<file path="src/rtl/core/ahfr_pkg.sv">
// ----------------------------------------------------------------------------
// ahfr_pkg
// Shared types and constants of the ASCII hex frame receiver core.
// ----------------------------------------------------------------------------
package ahfr_pkg;

  localparam int unsigned MaxFrameBytesDefault = 512;

  localparam int CharW    = 8;
  localparam int ResKindW = 2;
  localparam int DataW    = 8;
  localparam int PosW     = 9;
  localparam int LenW     = 10;
  localparam int IdleW    = 16;
  localparam int CfgW     = 16;

  localparam logic [IdleW-1:0] IdleLimitReset = 16'd100;

  localparam logic [CharW-1:0] CharColon     = 8'h3A;
  localparam logic [CharW-1:0] CharNewline   = 8'h0A;
  localparam logic [CharW-1:0] CharZero      = 8'd48;
  localparam logic [CharW-1:0] CharNine      = 8'd57;
  localparam logic [CharW-1:0] CharUpperA    = 8'd65;
  localparam logic [CharW-1:0] CharUpperF    = 8'd70;
  localparam logic [CharW-1:0] HexLetterBias = 8'd55;

  typedef enum logic [0:0] {
    KIND_CHAR = 1'b0,
    KIND_TICK = 1'b1
  } item_kind_t;

  typedef enum logic [0:0] {
    CFG_PORT_ENABLE = 1'b0,
    CFG_IDLE_LIMIT  = 1'b1
  } cfg_index_t;

  // classified word handed from front to back
  typedef enum logic [1:0] {
    OP_TICK    = 2'd0,
    OP_COLON   = 2'd1,
    OP_NEWLINE = 2'd2,
    OP_NIBBLE  = 2'd3
  } op_t;

  typedef struct packed {
    op_t        op;
    logic [3:0] nibble;
  } cmd_t;

  typedef enum logic [ResKindW-1:0] {
    RK_DATA  = 2'd0,
    RK_END   = 2'd1,
    RK_ABORT = 2'd2
  } result_kind_t;

  typedef struct packed {
    result_kind_t    kind;
    logic [DataW-1:0] data_byte;
    logic [PosW-1:0]  byte_position;
    logic [LenW-1:0]  frame_length;
    logic             lrc_ok;
  } result_t;

endpackage

</file>
<file path="src/rtl/core/ahfr_ifs.sv">
// ----------------------------------------------------------------------------
// ahfr_ifs
// Valid/ready channels of the receiver: received words in, results out.
// ----------------------------------------------------------------------------
interface ahfr_char_if;
  logic                       valid;
  logic                       ready;
  logic                       kind;
  logic [ahfr_pkg::CharW-1:0] character;

  modport source (output valid, output kind, output character, input ready);
  modport sink   (input valid, input kind, input character, output ready);
endinterface

interface ahfr_result_if;
  logic                          valid;
  logic                          ready;
  logic [ahfr_pkg::ResKindW-1:0] result_kind;
  logic [ahfr_pkg::DataW-1:0]    data_byte;
  logic [ahfr_pkg::PosW-1:0]     byte_position;
  logic [ahfr_pkg::LenW-1:0]     frame_length;
  logic                          lrc_ok;

  modport source (output valid, output result_kind, output data_byte,
                  output byte_position, output frame_length, output lrc_ok,
                  input ready);
  modport sink   (input valid, input result_kind, input data_byte,
                  input byte_position, input frame_length, input lrc_ok,
                  output ready);
endinterface

</file>
<file path="src/rtl/core/ahfr_front.sv">
// ----------------------------------------------------------------------------
// ahfr_front
// Accepts incoming words and classifies them into queue commands.
// ----------------------------------------------------------------------------
module ahfr_front (
  input  logic             port_enable,
  ahfr_char_if.sink        chars,
  input  logic             queue_full,
  output logic             push,
  output ahfr_pkg::cmd_t   cmd
);
  import ahfr_pkg::*;

  logic [CharW-1:0] ch;
  logic [3:0]       nibble;

  assign ch = chars.character;
  assign chars.ready = !queue_full;

  // anything that is not an uppercase hex digit counts as zero
  always_comb begin
    nibble = 4'd0;
    if (ch >= CharZero && ch <= CharNine) begin
      nibble = 4'(ch - CharZero);
    end else if (ch >= CharUpperA && ch <= CharUpperF) begin
      nibble = 4'(ch - HexLetterBias);
    end
  end

  always_comb begin
    cmd.nibble = nibble;
    if (item_kind_t'(chars.kind) == KIND_TICK) begin
      cmd.op = OP_TICK;
    end else if (ch == CharColon) begin
      cmd.op = OP_COLON;
    end else if (ch == CharNewline) begin
      cmd.op = OP_NEWLINE;
    end else begin
      cmd.op = OP_NIBBLE;
    end
  end

  // words taken while the port is disabled are dropped here
  assign push = chars.valid && !queue_full && port_enable;

endmodule

</file>
<file path="src/rtl/core/ahfr_queue.sv">
// ----------------------------------------------------------------------------
// ahfr_queue
// Two-entry command queue between the classifier and the frame engine.
// ----------------------------------------------------------------------------
module ahfr_queue (
  input  logic           clk,
  input  logic           rst,
  input  logic           push,
  input  ahfr_pkg::cmd_t push_cmd,
  input  logic           pop,
  output logic           full,
  output logic           not_empty,
  output ahfr_pkg::cmd_t head
);
  import ahfr_pkg::*;

  cmd_t       entries [2];
  logic       wr_ptr;
  logic       rd_ptr;
  logic [1:0] count;

  assign full      = (count == 2'd2);
  assign not_empty = (count != 2'd0);
  assign head      = entries[rd_ptr];

  always_ff @(posedge clk) begin
    if (push) begin
      entries[wr_ptr] <= push_cmd;
    end
  end

  always_ff @(posedge clk) begin
    if (rst) begin
      wr_ptr <= 1'b0;
      rd_ptr <= 1'b0;
      count  <= 2'd0;
    end else begin
      if (push) begin
        wr_ptr <= !wr_ptr;
      end
      if (pop) begin
        rd_ptr <= !rd_ptr;
      end
      if (push && !pop) begin
        count <= count + 2'd1;
      end else if (pop && !push) begin
        count <= count - 2'd1;
      end
    end
  end

endmodule

</file>
<file path="src/rtl/core/ahfr_back.sv">
// ----------------------------------------------------------------------------
// ahfr_back
// Frame engine: packs nibbles into bytes, tracks the LRC and the idle
// timeout, and holds the result register.
// ----------------------------------------------------------------------------
module ahfr_back #(
  parameter int unsigned MAX_FRAME_BYTES = ahfr_pkg::MaxFrameBytesDefault
) (
  input  logic                          clk,
  input  logic                          rst,
  input  logic [ahfr_pkg::IdleW-1:0]    idle_limit,
  input  logic                          cmd_valid,
  input  ahfr_pkg::cmd_t                cmd,
  output logic                          cmd_pop,
  ahfr_result_if.source                 results
);
  import ahfr_pkg::*;

  localparam int CountW = $clog2(MAX_FRAME_BYTES + 1);
  localparam logic [CountW-1:0] MaxCount = CountW'(MAX_FRAME_BYTES);

  logic              in_frame, in_frame_next;
  logic              half_pending, half_pending_next;
  logic [3:0]        high_nibble, high_nibble_next;
  logic [CountW-1:0] byte_count, byte_count_next;
  logic [DataW-1:0]  sum_before_last, sum_before_last_next;
  logic [DataW-1:0]  last_byte, last_byte_next;
  logic [IdleW-1:0]  idle_count, idle_count_next;

  logic              out_valid;
  result_t           out_word, out_word_next;
  logic              emit;
  logic              fire;
  logic [IdleW-1:0]  limit;
  logic [IdleW-1:0]  idle_inc;
  logic [DataW-1:0]  new_byte;

  assign fire    = cmd_valid && (!out_valid || results.ready);
  assign cmd_pop = fire;
  assign limit   = (idle_limit == '0) ? IdleW'(1) : idle_limit;
  assign idle_inc = (idle_count != '1) ? idle_count + IdleW'(1) : idle_count;
  assign new_byte = {high_nibble, cmd.nibble};

  always_comb begin
    in_frame_next        = in_frame;
    half_pending_next    = half_pending;
    high_nibble_next     = high_nibble;
    byte_count_next      = byte_count;
    sum_before_last_next = sum_before_last;
    last_byte_next       = last_byte;
    idle_count_next      = idle_count;
    emit                 = 1'b0;
    out_word_next        = '0;
    out_word_next.kind   = RK_ABORT;

    if (fire) begin
      unique case (cmd.op)
        OP_TICK: begin
          if (in_frame) begin
            if (idle_inc >= limit) begin
              emit          = 1'b1;
              in_frame_next = 1'b0;
              half_pending_next    = 1'b0;
              high_nibble_next     = '0;
              byte_count_next      = '0;
              sum_before_last_next = '0;
              last_byte_next       = '0;
              idle_count_next      = '0;
            end else begin
              idle_count_next = idle_inc;
            end
          end
        end
        OP_COLON: begin
          // a colon always opens a fresh frame; inside a frame it aborts first
          emit          = in_frame;
          in_frame_next = 1'b1;
          half_pending_next    = 1'b0;
          high_nibble_next     = '0;
          byte_count_next      = '0;
          sum_before_last_next = '0;
          last_byte_next       = '0;
          idle_count_next      = '0;
        end
        OP_NEWLINE: begin
          if (in_frame) begin
            emit                       = 1'b1;
            out_word_next.kind         = RK_END;
            out_word_next.frame_length = LenW'(byte_count);
            out_word_next.lrc_ok       = (byte_count != '0) &&
                                         (sum_before_last == last_byte);
            in_frame_next        = 1'b0;
            half_pending_next    = 1'b0;
            high_nibble_next     = '0;
            byte_count_next      = '0;
            sum_before_last_next = '0;
            last_byte_next       = '0;
            idle_count_next      = '0;
          end
        end
        OP_NIBBLE: begin
          if (in_frame) begin
            idle_count_next = '0;
            if (!half_pending) begin
              high_nibble_next  = cmd.nibble;
              half_pending_next = 1'b1;
            end else begin
              half_pending_next = 1'b0;
              high_nibble_next  = '0;
              emit              = 1'b1;
              if (byte_count >= MaxCount) begin
                // frame too long
                in_frame_next        = 1'b0;
                byte_count_next      = '0;
                sum_before_last_next = '0;
                last_byte_next       = '0;
              end else begin
                if (byte_count != '0) begin
                  sum_before_last_next = sum_before_last + last_byte;
                end
                last_byte_next              = new_byte;
                byte_count_next             = byte_count + CountW'(1);
                out_word_next.kind          = RK_DATA;
                out_word_next.data_byte     = new_byte;
                out_word_next.byte_position = PosW'(byte_count);
              end
            end
          end
        end
        default: begin
        end
      endcase
    end
  end

  always_ff @(posedge clk) begin
    if (rst) begin
      in_frame        <= 1'b0;
      half_pending    <= 1'b0;
      high_nibble     <= '0;
      byte_count      <= '0;
      sum_before_last <= '0;
      last_byte       <= '0;
      idle_count      <= '0;
      out_valid       <= 1'b0;
    end else begin
      in_frame        <= in_frame_next;
      half_pending    <= half_pending_next;
      high_nibble     <= high_nibble_next;
      byte_count      <= byte_count_next;
      sum_before_last <= sum_before_last_next;
      last_byte       <= last_byte_next;
      idle_count      <= idle_count_next;
      if (fire) begin
        out_valid <= emit;
      end else if (results.ready) begin
        out_valid <= 1'b0;
      end
    end
  end

  always_ff @(posedge clk) begin
    if (fire && emit) begin
      out_word <= out_word_next;
    end
  end

  assign results.valid         = out_valid;
  assign results.result_kind   = out_word.kind;
  assign results.data_byte     = out_word.data_byte;
  assign results.byte_position = out_word.byte_position;
  assign results.frame_length  = out_word.frame_length;
  assign results.lrc_ok        = out_word.lrc_ok;

endmodule

</file>
<file path="src/rtl/core/ascii_hex_frame_receiver_core.sv">
// ----------------------------------------------------------------------------
// ascii_hex_frame_receiver_core
// Receive side of ASCII hex framing: ':' opens a frame, hex pairs become
// bytes, newline closes it with length and LRC flag, timeouts abort it.
//
//   channel   dir   handshake         word
//   chars     in    valid/ready       kind, character
//   results   out   valid/ready       result_kind, data_byte, byte_position,
//                                     frame_length, lrc_ok
//   cfg       in    cfg_write         cfg_index, cfg_data
//
// one word per cycle while results are taken; a taken word passes through the
// command queue, and its result shows from the result register of the frame engine
// a two-entry command queue sits between classifier and frame engine, so
// chars.ready drops only when the queue is full behind a stalled result
// reset: port enabled, idle limit 100, no open frame, queue empty
// ----------------------------------------------------------------------------
module ascii_hex_frame_receiver_core #(
  parameter int unsigned MAX_FRAME_BYTES = ahfr_pkg::MaxFrameBytesDefault
) (
  input  logic                       clk,
  input  logic                       rst,
  input  logic                       cfg_write,
  input  logic [0:0]                 cfg_index,
  input  logic [ahfr_pkg::CfgW-1:0]  cfg_data,
  ahfr_char_if.sink                  chars,
  ahfr_result_if.source              results
);
  import ahfr_pkg::*;

  logic             port_enable;
  logic [IdleW-1:0] idle_limit;
  logic             push;
  cmd_t             push_cmd;
  logic             queue_full;
  logic             queue_not_empty;
  cmd_t             head;
  logic             pop;

  always_ff @(posedge clk) begin
    if (rst) begin
      port_enable <= 1'b1;
      idle_limit  <= IdleLimitReset;
    end else if (cfg_write) begin
      unique case (cfg_index_t'(cfg_index))
        CFG_PORT_ENABLE: port_enable <= cfg_data[0];
        CFG_IDLE_LIMIT:  idle_limit  <= cfg_data[IdleW-1:0];
        default: begin
        end
      endcase
    end
  end

  ahfr_front u_front (
    .port_enable (port_enable),
    .chars       (chars),
    .queue_full  (queue_full),
    .push        (push),
    .cmd         (push_cmd)
  );

  ahfr_queue u_queue (
    .clk       (clk),
    .rst       (rst),
    .push      (push),
    .push_cmd  (push_cmd),
    .pop       (pop),
    .full      (queue_full),
    .not_empty (queue_not_empty),
    .head      (head)
  );

  ahfr_back #(
    .MAX_FRAME_BYTES (MAX_FRAME_BYTES)
  ) u_back (
    .clk        (clk),
    .rst        (rst),
    .idle_limit (idle_limit),
    .cmd_valid  (queue_not_empty),
    .cmd        (head),
    .cmd_pop    (pop),
    .results    (results)
  );

endmodule

</file>
<file path="src/flat_wrapper.sv">
// flat-port wrapper written by rule: the top's interface ports become plain ports
module ascii_hex_frame_receiver_core_flat import ahfr_pkg::*;
#(
  parameter int unsigned MAX_FRAME_BYTES = ahfr_pkg::MaxFrameBytesDefault
)
  (clk, rst, cfg_write, cfg_index, cfg_data, chars_valid, chars_kind, chars_character, chars_ready, results_valid, results_result_kind, results_data_byte, results_byte_position, results_frame_length, results_lrc_ok, results_ready);
  ahfr_char_if chars_i ();
  ahfr_result_if results_i ();
  input  logic clk;
  input  logic rst;
  input  logic cfg_write;
  input  logic [0:0] cfg_index;
  input  logic [ahfr_pkg::CfgW-1:0] cfg_data;
  input wire logic [$bits(chars_i.valid)-1:0] chars_valid;
  input wire logic [$bits(chars_i.kind)-1:0] chars_kind;
  input wire logic [$bits(chars_i.character)-1:0] chars_character;
  output wire logic [$bits(chars_i.ready)-1:0] chars_ready;
  output wire logic [$bits(results_i.valid)-1:0] results_valid;
  output wire logic [$bits(results_i.result_kind)-1:0] results_result_kind;
  output wire logic [$bits(results_i.data_byte)-1:0] results_data_byte;
  output wire logic [$bits(results_i.byte_position)-1:0] results_byte_position;
  output wire logic [$bits(results_i.frame_length)-1:0] results_frame_length;
  output wire logic [$bits(results_i.lrc_ok)-1:0] results_lrc_ok;
  input wire logic [$bits(results_i.ready)-1:0] results_ready;
  assign chars_i.valid = chars_valid;
  assign chars_i.kind = chars_kind;
  assign chars_i.character = chars_character;
  assign chars_ready = chars_i.ready;
  assign results_valid = results_i.valid;
  assign results_result_kind = results_i.result_kind;
  assign results_data_byte = results_i.data_byte;
  assign results_byte_position = results_i.byte_position;
  assign results_frame_length = results_i.frame_length;
  assign results_lrc_ok = results_i.lrc_ok;
  assign results_i.ready = results_ready;
  ascii_hex_frame_receiver_core #(.MAX_FRAME_BYTES(MAX_FRAME_BYTES)) u_core (.clk(clk), .rst(rst), .cfg_write(cfg_write), .cfg_index(cfg_index), .cfg_data(cfg_data), .chars(chars_i), .results(results_i));
endmodule
</file>
<file path="config.mk">
export PLATFORM = sky130hd
export DESIGN_NAME = ascii_hex_frame_receiver_core_flat
export DESIGN_NICKNAME = d
export VERILOG_FILES = /design/src/rtl/core/ahfr_pkg.sv /design/src/rtl/core/ahfr_ifs.sv /design/src/rtl/core/ahfr_front.sv /design/src/rtl/core/ahfr_queue.sv /design/src/rtl/core/ahfr_back.sv /design/src/rtl/core/ascii_hex_frame_receiver_core.sv /design/src/flat_wrapper.sv
export SDC_FILE = /design/constraint.sdc
export NUM_CORES = 1
export LEC_CHECK = 0
export ABC_AREA = 1
export BUFFER_PORTS_ARGS = -buffer_cell sky130_fd_sc_hd__buf_2
export CORE_MARGIN = 5
export CORE_UTILIZATION = 45
export CTS_BUF_LIST = sky130_fd_sc_hd__clkbuf_4
export CTS_CLUSTER_DIAMETER = 100
export DETAILED_ROUTE_END_ITERATION = 12
export PLACE_DENSITY = 0.67
export REMOVE_ABC_BUFFERS = 1
export SLEW_MARGIN = 25
export SYNTH_ARGS = -nofsm -noshare
export SYNTH_HDL_FRONTEND = slang
export SYNTH_SLANG_ARGS = --single-unit
</file>
<file path="constraint.sdc">
create_clock -name clk -period 3.9 [get_ports clk]
set_clock_uncertainty 0.15 [all_clocks]
set_input_delay 0.39 -clock clk [delete_from_list [all_inputs] [get_ports clk]]
set_output_delay 0.39 -clock clk [all_outputs]
set_load 0.02 [all_outputs]
</file>
Word-level counts from Yosys, hierarchy flattened --
Memory sizes are Yosys's and may differ from the RTL's. A register that Yosys moved wholly into a read port is not among the register bits. Index checks and enable logic that the tools add are counted.
Operators by class: add/sub/neg operators 7, $lt $le $gt $ge 6, equal/unequal tests 15, multiplexer cells 68, bitwise gates (word level) 5, reduce and logical (&&, ||, !) cells 31
Operators by type and width (number):
- two-way mux 16 bit | 5
- two-way mux 8 bit | 10
- one-hot mux 8 bit (4 select lines) | 2
- two-way mux 10 bit | 6
- two-way mux 19 bit | 3
- one-hot mux 16 bit (3 select lines) | 1
- one-hot mux 10 bit (4 select lines) | 1
- two-way mux 4 bit | 7
- two-way mux 1 bit | 23
- adder 16 x 1 -> 16 bit (second input constant) | 1
- greater-or-equal comparator 16 bit | 1
- logical NOT 16 bit | 1
- inequality test 16 bit (second input constant) | 1
- one-hot mux 4 bit (4 select lines) | 1
- one-hot mux 1 bit (4 select lines) | 3
- adder 10 x 1 -> 10 bit (second input constant) | 1
- greater-or-equal comparator 10 bit (second input constant) | 1
- two-way mux 2 bit | 5
- inequality test 2 bit (second input constant) | 5
- nonzero test 10 bit | 1
- logical AND 1 bit | 9
- adder 8 bit | 1
- equality test 8 x 4 -> 1 bit (second input constant) | 1
- equality test 8 x 6 -> 1 bit (second input constant) | 1
- 26 further kinds | 41
Word-level totals: register bits after elaboration 100, bits in writable memories 12, input bits 31, output and inout port bits 32, logic and storage cells 151, memories 1
Memories:
- u_core.u_queue.entries | depth 2, width 6, read ports 1, clocked after memory_dff 1, wr ports 1, line ahfr_queue.sv:17 | cmd_t entries [2];

Longest topological paths before layout --
Gate-level depths: netlist of the first run.
depth after elaboration 8, mapped depth 24, mapped depth without buffers 24

By module --
From an unflattened synthesis of the first run, not the netlist that was laid out.
Second synthesis, totals: cell total of the unflattened synthesis 816, area total of the unflattened synthesis 6296.0 um^2
Modules (own cells, without submodules):
- ahfr_back | instances 1, cells an instance 617, area an instance 4694.5 um^2, sequential area each 1881.8 um^2
- ascii_hex_frame_receiver_core | instances 1, cells an instance 102, area an instance 689.4 um^2, sequential area each 340.3 um^2
- ahfr_queue | instances 1, cells an instance 52, area an instance 661.9 um^2, sequential area each 460.4 um^2
- ahfr_front | instances 1, cells an instance 45, area an instance 250.2 um^2, sequential area each 0.0 um^2

Least setup slack after synthesis of the first run --
Ideal clock, no wire load.
path kind register to register, start register u_core.u_back.idle_count[0], end register u_core.u_back.out_word (netlist bit u_core.u_back.results.byte_position[0]) (enable), library setup time 0.385 ns, arrival 2.798 ns, required time 3.365 ns, slack 0.568 ns, stages on the path, launching flop included 18, buffers on the path 0, period minus slack after synthesis 3.332 ns, cell sequence dfxtp_1 ha_1 nand2_2 inv_2 nand2_4 nor3_4 nand2_2 nor4_1 nor2_1 ha_1 nand4_1 a21oi_1 nor2_1 nand2_1 nand2_1 nand2_1 nand2_1 inv_1
On the way: longest elaborated chain between the ends 8, elaborated cells between the ends (all ways) 9, classes of those cells add/sub: 1; order compare: 1; eq/ne: 1; mux: 5; reduce/logical: 1
Ends and longest elaborated chain:
- start, declared | line ahfr_back.sv:28 | logic [IdleW-1:0] idle_count, idle_count_next;
- start signal, assigned | line ahfr_back.sv:153 | idle_count <= idle_count_next;
- adder 16 x 1 -> 16 bit or inequality test 16 bit (tied branches) | line ahfr_back.sv:41 | assign idle_inc = (idle_count != '1) ? idle_count + IdleW'(1) : idle_count;
- two-way mux 16 bit (*) | line ahfr_back.sv:41
- greater-or-equal comparator 16 bit (*) | line ahfr_back.sv:60 | if (idle_inc >= limit) begin
- two-way mux 1 bit (*) | line ahfr_back.sv:60
- two-way mux 1 bit (*) | line ahfr_back.sv:59 | if (in_frame) begin
- one-hot mux 1 bit (4 select lines) (*) | line ahfr_back.sv:57 | unique case (cmd.op)
- two-way mux 1 bit (*) | line ahfr_back.sv:56 | if (fire) begin
- logical AND 1 bit (*) | line ahfr_back.sv:163 | if (fire && emit) begin
- end signal, assigned | line ahfr_back.sv:164 | out_word <= out_word_next;
- end, declared | line ahfr_back.sv:31 | result_t out_word, out_word_next;
Mark *: on every way between the ends. The rest lies on a longest branch, timed or not. A chain may end at the register's enable or synchronous reset.

Final worst setup path of the first run --
start register u_core.u_back.idle_count[0], end register u_core.u_back.out_word (netlist bit u_core.u_back.results.frame_length[8]) (enable)
Same word-level chain as after synthesis.

==> results.cfg, run 1 <==
[sta]
tightest_slew_ns = 0.763
setup_repair_after_global_routing_missed_its_margin = false
final-max-slew-violation-count = 0
hold_violation_count_in_the_final_report = 0
min_period_over_period = 0.891
min_period_ns = 3.47
setup-tns-final_ns = 0
max_clock_freq_ghz = 0.288
worst_slew_margin_rel = 0.490
setup-violations-final = 0

[floorplanning]
core-area_um2 = 13800
fp.dieW_um = 128
rows = 43
dieHeight_um = 128
io_pins = 63
die-area_um2 = 16500
initial_core_util = 0.455

[yosys]
syn_area_um2 = 6300
ys.warnings.count = 0
synth.distinct_cells = 47
average_size_of_a_mapped_cell_um2 = 8.09
synthArstFlopShare = 0
synthFlopType = sky130_fd_sc_hd__dfxtp_1
yosysSeqAreaShare = 0.426
synthTopCellsByCount = sky130_fd_sc_hd__nand2_1, sky130_fd_sc_hd__inv_1, sky130_fd_sc_hd__nor2_1, sky130_fd_sc_hd__dfxtp_1, sky130_fd_sc_hd__a21oi_1
yosys-top-cells-area = sky130_fd_sc_hd__dfxtp_1, sky130_fd_sc_hd__edfxtp_1, sky130_fd_sc_hd__nand2_1
yosys.area.top_type_share = 0.226
yosysMostFrequentCell = sky130_fd_sc_hd__nand2_1
edff_count_synth = 42
synthCells = 778
synth_top_cell_by_area = sky130_fd_sc_hd__dfxtp_1
synth_seq_cells = 113

[global_route]
global_route.usage.met1 = 0.225
grtUsageTotal = 0.173
wire_length_of_the_first_global_routing_pass_um = 22900
grt.met3_usage = 0.0383
grt_overflow = 0
grt_start_max_net_pins = 43
number_of_global_route_vias_before_repair = 4918
antenna_found_initial = 1
grt.met2_usage = 0.283
top_usage_layer = met2

[critical_path]
critPathRequiredTime_ns = 3.94
arrival_ns = 3.52
timing.reg2reg.worst_path_depth = 22
crit_type = reg -> reg
crit_path_start_kind = flop
reg2reg_slack_ns = 0.43
critPathMaxFanout = 30
critPathCaptureType = flop

[pwr]
internal-power_uw = 2250
power_density_nw_per_um2 = 509
seq_power_share = 0.403
power.switching_fraction = 0.391
power_leakage_uw = 0.00295
comb_power_share = 0.344
net-switching-power_uw = 1440
ir_worst_vdd_mv = 0.361
clock_power_share = 0.252

[status]
outcome = completed

[clocking]
ctsRootBufferMaster = sky130_fd_sc_hd__clkbuf_4
clkSlewWorstSetupHoldPaths_ns = 0.11
post-cts-setup-buffer-count = 0
cts_made_buffers = 17
clock-sinks = 113
cts_max_path_buffers = 2
clk_latency_ns = 0.53
cts.htree.levels = 4
cts_hold_repair.buffers = 20
tritoncts_clock_tree = built
post_cts.resized_instances = 0

[route]
drt-total-wl_um = 13400
dr_drc_count = 0
first_pass_iters = 5
detailedRoute.firstIterationViolations = 462
detail_route.vias_per_cell = 5.00
avgRoutedWirePerCell_um = 12.8
via_count = 5265
final_antenna_net_count = 0

[layout]
postLayoutCellArea_um2 = 7250
final_layout_size_suffix_gt1_frac = 0.204
finalNetCount = 927
areaGrowthSynthToFinish_pct = 15.1

[min_path]
hold_path.class = in -> reg
min_delay_path_depth = 3

[placement]
dpl_cell_area_um2 = 6740
placement.io_buffers = 62
hpwlAfterDp_um = 9750
finalWeightedCongestion = 0.913

[job]
max_cap_viols = 0
==> sequential cells by signal, indices dropped and copies added, names as in the netlist, 2 cells and up, named ones only <==
register,flops
u_core.idle_limit,16
u_core.u_back.byte_count,10
u_core.u_back.high_nibble,4
u_core.u_back.idle_count,16
u_core.u_back.last_byte,8
u_core.u_back.results.byte_position,9
u_core.u_back.results.data_byte,8
u_core.u_back.results.frame_length,10
u_core.u_back.results.result_kind,2
u_core.u_back.sum_before_last,8
u_core.u_queue.count,2
u_core.u_queue.entries,12
==> worst max-delay path, stage by stage (launching register included) <==
cell and delay (ns):
sky130_fd_sc_hd__dfxtp_1 0.46, sky130_fd_sc_hd__ha_1 0.26, sky130_fd_sc_hd__nand2_2 0.07, sky130_fd_sc_hd__inv_2 0.11
sky130_fd_sc_hd__nand3_2 0.10, sky130_fd_sc_hd__nor2_2 0.19, sky130_fd_sc_hd__inv_2 0.14, sky130_fd_sc_hd__nor2_1 0.11
sky130_fd_sc_hd__nor2_1 0.06, sky130_fd_sc_hd__ha_1 0.29, sky130_fd_sc_hd__nand2_1 0.06, sky130_fd_sc_hd__nor2_1 0.08
sky130_fd_sc_hd__nor2_1 0.04, sky130_fd_sc_hd__nand2_1 0.05, sky130_fd_sc_hd__nand2_1 0.04, sky130_fd_sc_hd__nand2_1 0.07
sky130_fd_sc_hd__nand2_1 0.08, sky130_fd_sc_hd__nand2_1 0.15, sky130_fd_sc_hd__nand2_1 0.10, sky130_fd_sc_hd__nand2_1 0.08
sky130_fd_sc_hd__nand2_1 0.06, sky130_fd_sc_hd__inv_1 0.06, sky130_fd_sc_hd__buf_4 0.33
==> stage by stage <==
| stage | worst slack, ns | cells | hold WS [ns] | power, µW | utilization |
|---|---|---|---|---|---|
| 6_report | 0.425 | 1053 | 0.0791 | 3690 | 0.524 |
| 5_1_grt | 0.0759 | 1053 | 0.0513 | 3940 | 0.524 |
| 4_1_cts | 0.441 | 1052 | 0.0194 | 3720 | 0.524 |
| 3_5_place_dp | 0.434 | 1000 | 0.297 | 2770 | 0.487 |
| 3_3_place_gp | 0.536 | 1000 | 0.282 | 2760 | 0.487 |
| 2_1_floorplan | 0.540 | 752 | 0.275 | 2410 | - |
==> worst paths after layout <==
path                                            start                                                  end
max reg2reg  u_core.u_back.idle_count[0]$_SDFFE_PP0P_  u_core.u_back.results.frame_length[8]$_SDFFCE_PN0P_
min reg2reg        u_core.u_queue.rd_ptr$_SDFFE_PP0P_                                                 flop
min                                chars_character[3]               u_core.u_queue.entries[0][3]$_DFFE_PP_
max          u_core.u_back.idle_count[0]$_SDFFE_PP0P_  u_core.u_back.results.frame_length[8]$_SDFFCE_PN0P_
==> cells in the final DEF (no fill, tap or decap), types with 12 or more instances in the layout <==
cell	n
sky130_fd_sc_hd__nand4_1	17
sky130_fd_sc_hd__nand2_1	146
sky130_fd_sc_hd__xor2_1	12
sky130_fd_sc_hd__nand3_1	27
sky130_fd_sc_hd__nor2_1	88
sky130_fd_sc_hd__nor3_1	23
sky130_fd_sc_hd__a21oi_2	21
sky130_fd_sc_hd__ha_1	36
sky130_fd_sc_hd__clkbuf_4	17
sky130_fd_sc_hd__dlygate4sd3_1	20
sky130_fd_sc_hd__dfxtp_1	71
sky130_fd_sc_hd__nand2_2	25
sky130_fd_sc_hd__o21ai_0	22
sky130_fd_sc_hd__a21oi_1	57
sky130_fd_sc_hd__edfxtp_1	42
sky130_fd_sc_hd__buf_2	62
sky130_fd_sc_hd__inv_1	93
==> per-layer routing <==
layer  up-vias  routed length [µm]
met2       106                6370
li1       2741                   -
met4         0                 191
met5         -                   0
met3        17                 499
met1      2401                6370
==> power groups by stage <==
stage | Sequential [µW] | Combinational [µW] | Clock [µW]
6_report | 1490 | 1270 | 931
5_1_grt | 1510 | 1430 | 1010
4_1_cts | 1490 | 1270 | 958
3_3_place_gp | 1510 | 1240 | 0
2_1_floorplan | 1540 | 865 | 0
3_5_place_dp | 1520 | 1250 | 0
==> cell type report <==
class                   instances  area [µm²]
flip-flops and latches        113        2680
repair buffers                 88         556
well taps                     180         225
clock buffers                  17         128
fillers                      1310        6580
clock inverters                15         183
inverters                     102         387
multi-input cells             537        3090
diodes                          1        2.50
==> cell families after synthesis <==
logic type / synth area share
AOI/OAI and AO/OA: 0.135
xor gates and xnor gates: 0.0209
adders and majority gates: 0.0747
buffers and inverters: 0.0839
DFF: 0.426
muxes: 0.00636
and+or+nand+nor: 0.253
Power figures use the tool's default switching activity.
==> run 2, diff against run 1 <==
--- a/config.mk
+++ b/config.mk
@@ -14,6 +14,7 @@
 export DETAILED_ROUTE_END_ITERATION = 12
 export PLACE_DENSITY = 0.67
 export REMOVE_ABC_BUFFERS = 1
+export SKIP_CTS_REPAIR_TIMING = 1
 export SLEW_MARGIN = 25
 export SYNTH_ARGS = -nofsm -noshare
 export SYNTH_HDL_FRONTEND = slang
==> constraint.sdc (replaced) <==
create_clock -name clk -period 3.9 [get_ports clk]
set_clock_uncertainty 0.15 [all_clocks]
set_input_delay 0.39 -clock clk [delete_from_list [all_inputs] [get_ports clk]]
set_output_delay 0.39 -clock clk [all_outputs]
set_load 0.01 [all_outputs]
==> results.cfg, run 2 (synthesis results as in run 1) <==
[status]
outcome = completed

[pwr]
power.switching_fraction = 0.386
power_leakage_uw = 0.00292
seq_power_share = 0.407
net-switching-power_uw = 1410
ir_worst_vdd_mv = 0.354
internal-power_uw = 2240
power_density_nw_per_um2 = 509
clock_power_share = 0.255
comb_power_share = 0.337
report.power.total_uw = 3650

[route]
wirelength_met1_um = 6300
wl_met3_um = 580
dr_drc_count = 0
final_antenna_net_count = 0
detailedRoute.firstIterationViolations = 395
drt-total-wl_um = 13400
detail_route.vias_per_cell = 5.00
route.top_layer_used = met4
routed-wl-met2_um = 6280
avgRoutedWirePerCell_um = 12.8
via_count = 5233
first_pass_iters = 5

[global_route]
number_of_global_route_vias_before_repair = 4784
wire_length_of_the_first_global_routing_pass_um = 22400
grt_start_max_net_pins = 43
grtUsageTotal = 0.169
antenna_found_initial = 1
grt_overflow = 0

[floorplanning]
initial_core_util = 0.455
io_pins = 63
fp.dieW_um = 128
rows = 43
die-area_um2 = 16500
dieHeight_um = 128
core-area_um2 = 13800

[clocking]
cts_made_buffers = 17
tritoncts_clock_tree = built
clk_latency_ns = 0.53
ctsRootBufferMaster = sky130_fd_sc_hd__clkbuf_4
clock-sinks = 113
cts_max_path_buffers = 2
clkSlewWorstSetupHoldPaths_ns = 0.11
cts.htree.levels = 4

[layout]
sequential_cell_area_um2 = 2680
layout_common_cells = sky130_fd_sc_hd__nand2_1, sky130_fd_sc_hd__inv_1, sky130_fd_sc_hd__nor2_1, sky130_fd_sc_hd__dfxtp_1, sky130_fd_sc_hd__buf_2
total_area_of_multi_input_combinational_cells_um2 = 3090
finalNetCount = 920
final_layout_size_suffix_gt1_frac = 0.206
leading_registers_by_flop_count = u_core.idle_limit x16, u_core.u_back.idle_count x16, u_core.u_queue.entries x12
layout.filler_cells = 1315
layout_commonest_cell = sky130_fd_sc_hd__nand2_1
areaGrowthSynthToFinish_pct = 14.0
final_core_util = 0.519

[critical_path]
timing.critical_path.slowest_cell_delay_ns = 0.46
path_cells = ha_1 > nand2_2 > inv_2 > nand3_2 > nor2_2 > inv_2 > nor2_1 > nor2_1 > ha_1 > nand2_1 > nor2_1 > nor2_1 > nand2_1 > nand2_1 > nand2_1 > nand2_1 > nand2_1 > nand2_1 > nand2_1 > nand2_1 > inv_1 > buf_4
arrival_ns = 3.52
critPathRequiredTime_ns = 3.95
crit_type = reg -> reg
critPathMaxFanout = 30
critPathCaptureType = flop
critPathMostFrequentCell = sky130_fd_sc_hd__nand2_1
crit_path_start_kind = flop
crit_slowest_cell = sky130_fd_sc_hd__dfxtp_1

[placement]
placement.io_buffers = 62
finalWeightedCongestion = 0.913
hpwlAfterDp_um = 9750

[sta]
worst_slew_margin_rel = 0.508
setup-violations-final = 0
hold_violation_count_in_the_final_report = 0
min_period_ns = 3.47
tightest_slew_ns = 0.736
setup-tns-final_ns = 0
final-max-slew-violation-count = 0
setup_repair_after_global_routing_missed_its_margin = false
min_period_over_period = 0.891
max_clock_freq_ghz = 0.288

[min_path]
hold_path.class = in -> reg

[job]
max_cap_viols = 0
[run 2: cell types whose count changed in the layout (fill, tap and decap cells not counted)]
| cell | delta |
|---|---|
| sky130_fd_sc_hd__dlygate4sd3_1 | -7 |
[run 2: metrics by stage]
step                      worst slack [ns]  cell area [µm²]  hold WS (ns)  instances
after CTS                            0.441             7050        -0.118       1032
final                                0.427             7180       0.00623       1046
after global placement               0.536             6740         0.282       1000
after global routing                0.0759             7180       0.00196       1046
after detailed placement             0.434             6740         0.297       1000
after floorplan                      0.540             6150         0.275        752
[run 2: worst paths after layout]
kind         slack [ns]                                startpoint  cells past startpoint                                                   to
max                0.43  u_core.u_back.idle_count[0]$_SDFFE_PP0P_                     22  u_core.u_back.results.frame_length[8]$_SDFFCE_PN0P_
min               0.006                              cfg_data[15]                      3                   u_core.idle_limit[15]$_SDFFE_PP0P_
max reg2reg        0.43  u_core.u_back.idle_count[0]$_SDFFE_PP0P_                     22  u_core.u_back.results.frame_length[8]$_SDFFCE_PN0P_
min reg2reg        0.31        u_core.u_queue.rd_ptr$_SDFFE_PP0P_                      1                                                 flop
[run 2: area by class of cell]
class / count / area share
Clock buffer: 17 / 0.0178
Inverter: 102 / 0.0539
Timing Repair Buffer: 81 / 0.0676
Tap cell: 180 / 0.0314
Multi-Input combinational cell: 537 / 0.430
Antenna cell: 1 / 0.000349
Sequential cell: 113 / 0.374
Clock inverter: 15 / 0.0254
[run 2: power groups by stage]
stage,combinational (µW),sequential (µW),clock [µW]
after floorplan,861,1510,0
after global placement,1210,1510,0
after detailed placement,1220,1520,0
after CTS,1230,1490,958
after global routing,1390,1510,1010
final,1230,1490,933
[run 2: worst max-delay path: cells and delay by family, from the launching register on]
kind | cells | cell delay, ns
buffers and inverters | 4 | 0.65
DFF | 1 | 0.46
adders and majority gates | 2 | 0.55
and+or+nand+nor | 16 | 1.34
[run 2: layer usage]
metal	vias up	global-route usage
met5	-	0
met2	110	0.273
met1	2382	0.222
met3	17	0.0392
met4	0	0.0587
li1	2724	-
